### config.mk
export PLATFORM = sky130hd
export DESIGN_NAME = lhs_log10
export DESIGN_NICKNAME = d
export VERILOG_FILES = /design/src/design/lhs_pkg.sv /design/src/design/lhs_log10.sv
export SDC_FILE = /design/constraint.sdc
export NUM_CORES = 2
export LEC_CHECK = 0
export BUFFER_PORTS_ARGS = -buffer_cell sky130_fd_sc_hd__clkbuf_2
export CAP_MARGIN = 20
export CORE_UTILIZATION = 67
export CTS_BUF_LIST = sky130_fd_sc_hd__clkbuf_16
export DETAILED_ROUTE_END_ITERATION = 8
export GPL_ROUTABILITY_DRIVEN = 0
export HOLD_SLACK_MARGIN = 0.06
export PLACE_DENSITY = 0.87
export REMOVE_ABC_BUFFERS = 1
export SYNTH_ARGS = -nofsm -noshare
export SYNTH_HDL_FRONTEND = slang
export SYNTH_SLANG_ARGS = --single-unit
### constraint.sdc
create_clock -name clk -period 9.3 [get_ports clk]
set_input_delay 0.465 -clock clk [delete_from_list [all_inputs] [get_ports clk]]
set_output_delay 0.465 -clock clk [all_outputs]
set_load 0.05 [all_outputs]
### src/design/lhs_pkg.sv
`timescale 1ns / 1ps

package lhs_pkg;

  // Table geometry
  localparam int NUM_BINS   = 256;
  localparam int COUNT_BITS = 32;
  localparam int BIN_W      = $clog2(NUM_BINS);

  // Port field widths
  localparam int DATA_W      = 32;
  localparam int BIN_INDEX_W = 8;
  localparam int RAW_W       = 32;
  localparam int LOG_W       = 16;
  localparam int CFG_IDX_W   = 1;

  // Binning product: 32-bit difference times Q16.16 scale
  localparam int PROD_W     = 2 * DATA_W;
  localparam int SCALE_FRAC = 16;

  // log10 datapath
  localparam int X_W        = COUNT_BITS + 1;
  localparam int MANT_W     = 31;                       // Q1.30 mantissa
  localparam int MANT_FRAC  = MANT_W - 1;
  localparam int SQ_W       = 2 * MANT_W;
  localparam int NORM_W     = (X_W > MANT_W) ? X_W : MANT_W;
  localparam int NORM_STEPS = $clog2(NORM_W);
  localparam int EXP_W      = $clog2(NORM_W);
  localparam int LOG2_FRAC  = 20;
  localparam int L2_W       = EXP_W + LOG2_FRAC;
  localparam int K_W        = 32;
  localparam int LP_W       = L2_W + K_W;
  localparam int ROUND_SHIFT = LOG2_FRAC + K_W - 12;    // Q.20 * Q.32 down to Q.12
  localparam int ITER_W     = $clog2((LOG2_FRAC > NORM_STEPS) ? LOG2_FRAC : NORM_STEPS);

  localparam logic [K_W-1:0] LOG10_2_Q32 = 32'd1292913986;

  typedef logic [COUNT_BITS-1:0] count_t;
  typedef logic [BIN_W-1:0]      bin_t;

  localparam count_t COUNT_MAX = '1;

  typedef enum logic {
    CMD_ADD  = 1'b0,
    CMD_READ = 1'b1
  } cmd_t;

  typedef enum logic [CFG_IDX_W-1:0] {
    REG_VALUE_MINIMUM = 1'd0,
    REG_BIN_SCALE     = 1'd1
  } reg_idx_t;

  typedef struct packed {
    logic   rd;
    logic   wr;
    bin_t   addr;
    count_t wdata;
  } mem_cmd_t;

endpackage

### src/design/lhs_log10.sv
`timescale 1ns / 1ps

module lhs_log10 (
  input  logic                        clk,
  input  logic                        rst,
  input  logic                        start,
  input  lhs_pkg::count_t             count,
  output logic                        done,
  output logic [lhs_pkg::LOG_W-1:0]   result
);

  typedef enum logic [2:0] {
    L_IDLE,
    L_NORM,
    L_LEAD,
    L_SQUARE,
    L_SCALE,
    L_ROUND
  } state_t;

  state_t                            state;
  logic [lhs_pkg::NORM_W-1:0]        w;
  logic [lhs_pkg::EXP_W-1:0]         shift;
  logic [lhs_pkg::ITER_W-1:0]        iter;
  logic [lhs_pkg::MANT_W-1:0]        m;
  logic [lhs_pkg::L2_W-1:0]          l2;
  logic [lhs_pkg::LP_W-1:0]          lp;

  logic [lhs_pkg::EXP_W-1:0]         norm_amt;
  logic                              norm_take;
  logic [lhs_pkg::SQ_W-1:0]          sq;
  logic [lhs_pkg::MANT_W:0]          sq_top;
  logic [lhs_pkg::LP_W-1:0]          lp_round;
  logic [lhs_pkg::X_W-1:0]           x;

  always_comb begin
    x         = {1'b0, count} + lhs_pkg::X_W'(1);
    // binary search for the leading one, widest step first
    norm_amt  = lhs_pkg::EXP_W'(1) << (lhs_pkg::NORM_STEPS - 1 - int'(iter));
    norm_take = ((w >> (lhs_pkg::NORM_W - int'(norm_amt))) == '0);
    sq        = m * m;
    sq_top    = sq[lhs_pkg::SQ_W-1:lhs_pkg::MANT_FRAC];
    lp_round  = lp + (lhs_pkg::LP_W'(1) << (lhs_pkg::ROUND_SHIFT - 1));
  end

  always_ff @(posedge clk) begin
    if (rst) begin
      state <= L_IDLE;
      done  <= 1'b0;
    end else begin
      done <= 1'b0;
      unique case (state)
        L_IDLE: begin
          if (start) begin
            w     <= lhs_pkg::NORM_W'(x);
            shift <= '0;
            iter  <= '0;
            state <= L_NORM;
          end
        end
        L_NORM: begin
          if (norm_take) begin
            w     <= w << norm_amt;
            shift <= shift + norm_amt;
          end
          if (iter == lhs_pkg::ITER_W'(lhs_pkg::NORM_STEPS - 1)) begin
            state <= L_LEAD;
          end else begin
            iter <= iter + 1'b1;
          end
        end
        L_LEAD: begin
          m     <= w[lhs_pkg::NORM_W-1 -: lhs_pkg::MANT_W];
          l2    <= lhs_pkg::L2_W'(lhs_pkg::EXP_W'(lhs_pkg::NORM_W - 1) - shift);
          iter  <= '0;
          state <= L_SQUARE;
        end
        L_SQUARE: begin
          // one fraction bit of log2 per squaring
          if (sq_top[lhs_pkg::MANT_W]) begin
            m  <= sq_top[lhs_pkg::MANT_W:1];
            l2 <= {l2[lhs_pkg::L2_W-2:0], 1'b1};
          end else begin
            m  <= sq_top[lhs_pkg::MANT_W-1:0];
            l2 <= {l2[lhs_pkg::L2_W-2:0], 1'b0};
          end
          if (iter == lhs_pkg::ITER_W'(lhs_pkg::LOG2_FRAC - 1)) begin
            state <= L_SCALE;
          end else begin
            iter <= iter + 1'b1;
          end
        end
        L_SCALE: begin
          lp    <= l2 * lhs_pkg::LOG10_2_Q32;
          state <= L_ROUND;
        end
        L_ROUND: begin
          result <= lp_round[lhs_pkg::ROUND_SHIFT +: lhs_pkg::LOG_W];
          done   <= 1'b1;
          state  <= L_IDLE;
        end
        default: state <= L_IDLE;
      endcase
    end
  end

endmodule

==> summary.txt <==
Post-DP HPWL: 93,500 µm
Sw Pwr: 2340 µW
Syn Inst Count: 4,656
Pleak: 0.0245 µW
Avg Cell Area, Syn: 9.47 µm²
# clock sinks: 138
final setup margin: 0.256 ns
post-layout net count: 6,163
share of layout cells above drive strength 1: 0.0429
total grt overflow: 0
initial core utilization: 0.681
DRC viols: 0
Slew @ Worst Pin: 1.01 ns
Die Area: 66,800 µm²
via count: 33,300
Max-Cap Viols: 0
vias in the first global route: 36,400
Crit path arrival time: 9.30 ns
first-pass GRT wire length: 185,000 µm
top cells by area, synth: fa_1, ha_1, inv_1
FF+latch count, synth: 138
Synth Cell Area: 44,100 µm²
period utilization: 0.972
cell area power density: 102 nW/µm²
GR Util All Layers: 0.355
Hold Crit Class: in2reg
die height: 259 µm
sequential group share of total power: 0.161
YS warnings: 0
most used cell along the critical path: fa_1
TritonCTS Buffers: 17
Clock Tree Buf Depth: 2
dpl ws: 0.459 ns
# port buffers: 51
post-route ant nets: 0
Multi-input gate area: 34,800 µm²
post-synth top area share: 0.416
Layout Area Growth over Synthesis: 4.57%
clk root buf: clkbuf_16
Critical Path RT: 9.56 ns
largest net degree at the start of global routing: 58
status: finished, final reports clean
TritonCTS clock tree: done
biggest area consumer among synthesized cells: fa_1
CP max stage delay: 0.95 ns
Max H-tree Level: 4
Clk pwr share: 0.153
clk_lat worst skew: 0.44 ns
worst-path maximum fanout: 19
Startpoint Class: flop
unrepaired setup endpoints after global routing: no
Die X: 259 µm
DR vias/cell: 6.03
Async SR Flop Fraction: 0
CP endpoint kind: flop
slowest stage cell, crit path: edfxtp_1
fill count: 4,404
Core Box Area: 64,700 µm²
sw frac: 0.499
Cell Rows: 93
post-DR wirelength/cell: 20.7 µm
Worst-path clk slew: 0.06 ns
Final setup viols: 0
CP Class: reg2reg
post-synthesis sequential area ratio: 0.0931
Slew headroom: 0.329
Final min period: 9.04 ns
Reg area: 4100 µm²
clk_skew: 0.0142 ns
Comb pwr share: 0.686
utilization after layout: 0.712
dominant synthesized flop cell: edfxtp_1
final hold violations: 0
Internal Power: 2350 µW
Fmax: 0.111 GHz
I/O Pins: 52
VDD IR max: 0.000256 V
CP bufs+invs: 5
initial antenna violation count: 1
number of synthesized flops with an enable pin: 134
Crit path max-delay family: adder cells
distinct cell type count of the synthesized netlist: 73
DRT Wirelength: 114,000 µm
final slew viol count: 0
DRT Pass-1 Iters: 7
DR iter-0 viols: 3,566
setup TNS: 0 ns
-- metal layers --
metal  share of wire  wire length, µm  up-vias  GRT usage
li1                -                -    14300          -
met1            0.36            40600    16400      0.443
met2            0.48            54700     1974      0.591
met3            0.10            12000      563     0.0685
met4           0.060             6810        2      0.178
met5        0.000070                8        -          0
-- sequential cells by signal, summed over array words and instances, names as in the netlist --
| signal | flops |
|---|---|
| lp | 17 |
| shift | 6 |
| result | 16 |
| done | 1 |
| state | 3 |
| iter | 5 |
| m | 31 |
| w | 33 |
| l2 | 26 |
-- worst register-to-register path, cell delays in order, from the launching register on --
cell,delay (ns)
edfxtp_1,0.95
buf_4,0.32
and2_1,0.25
fa_1,0.44
fa_1,0.47
fa_1,0.56
inv_1,0.06
fa_1,0.50
inv_1,0.06
fa_1,0.45
fa_1,0.48
fa_1,0.49
inv_1,0.05
fa_1,0.47
inv_1,0.04
ha_1,0.36
a21oi_1,0.31
o21bai_1,0.13
a21oi_1,0.23
o2111ai_1,0.15
o21ai_1,0.50
and3_1,0.27
or2_1,0.18
o211a_1,0.62
nand2_1,0.29
o221ai_1,0.27
-- final timing paths --
check / start / end / slack, ns / depth (start not counted)
max: m[11]$_DFFE_PP_ / m[5]$_DFFE_PP_ / 0.26 / 25
min reg2reg: lp[55]$_DFFE_PP_ / result[15]$_DFFE_PP_ / 0.58 / 1
max reg2reg: m[11]$_DFFE_PP_ / m[5]$_DFFE_PP_ / 0.26 / 25
min: rst / state[2]$_SDFFE_PP0P_ / 0.29 / 2
-- per-stage QoR --
step	area (µm²)	total power (µW)	hold slack [ns]	cells
floorplan	43500	2900	0.524	4496
global placement	45400	3700	0.550	5475
detailed placement	45400	3790	0.572	5475
CTS	46000	4520	0.282	5507
global route	46100	4940	0.310	5520
finish	46100	4690	0.287	5521
-- layout make-up --
type,instances,area share
multi-input cells,3137,0.755
inverters,1221,0.0994
flip-flops and latches,138,0.0890
well taps,855,0.0232
repair buffers,137,0.0202
clock buffers,17,0.00923
clock inverters,15,0.00377
diodes,1,0.0000543
-- power by group through the flow --
stage                     Clock (µW)  Sequential [µW]  Combinational, µW
after floorplan                    0              753               2150
after global placement             0              764               2940
after detailed placement           0              765               3030
after CTS                        711              752               3060
after global routing             736              755               3450
final                            716              755               3220
-- layout by cell type (no fill, tap or decap), types with 30 or more instances in the layout --
cell type,synthesis,routed
nand3_1,72,72
and3_1,37,37
o21ai_0,72,72
ha_1,559,559
clkbuf_2,0,51
buf_4,1,83
nor2_1,168,167
edfxtp_1,134,134
fa_1,917,917
xor2_1,62,62
mux2i_1,30,30
a21oi_1,151,151
xnor2_1,68,68
and2_1,199,198
nand2_1,408,407
a21o_1,66,66
inv_1,1217,1219
-- cell families after synthesis --
family / after synthesis / synth area share
buffers and inverters: 1381 / 0.118
AOI/OAI and AO/OA: 491 / 0.0723
DFF: 138 / 0.0931
muxes: 34 / 0.00783
xor gates and xnor gates: 130 / 0.0258
and+or+nand+nor: 1006 / 0.108
adders and majority gates: 1476 / 0.575
-- what timing repair did --
| action | CTS | global route |
|---|---|---|
| hold buffers | 0 | 0 |
| resized for setup | 0 | 0 |
| setup buffers | 0 | 13 |
| setup endpoints to repair | 0 | 5 |
| endpoints found under the hold margin | 0 | 0 |
-- cells in the mapped netlist, drive strengths merged, types with 66 or more instances --
cell type,instances
a21oi,151
ha,559
xnor2,68
nand2,408
inv,1218
o21ai,77
clkbuf,136
nor2,169
and2,199
nand3,72
fa,917
edfxtp,134
a21o,66
(Power assumes the default switching activity.)
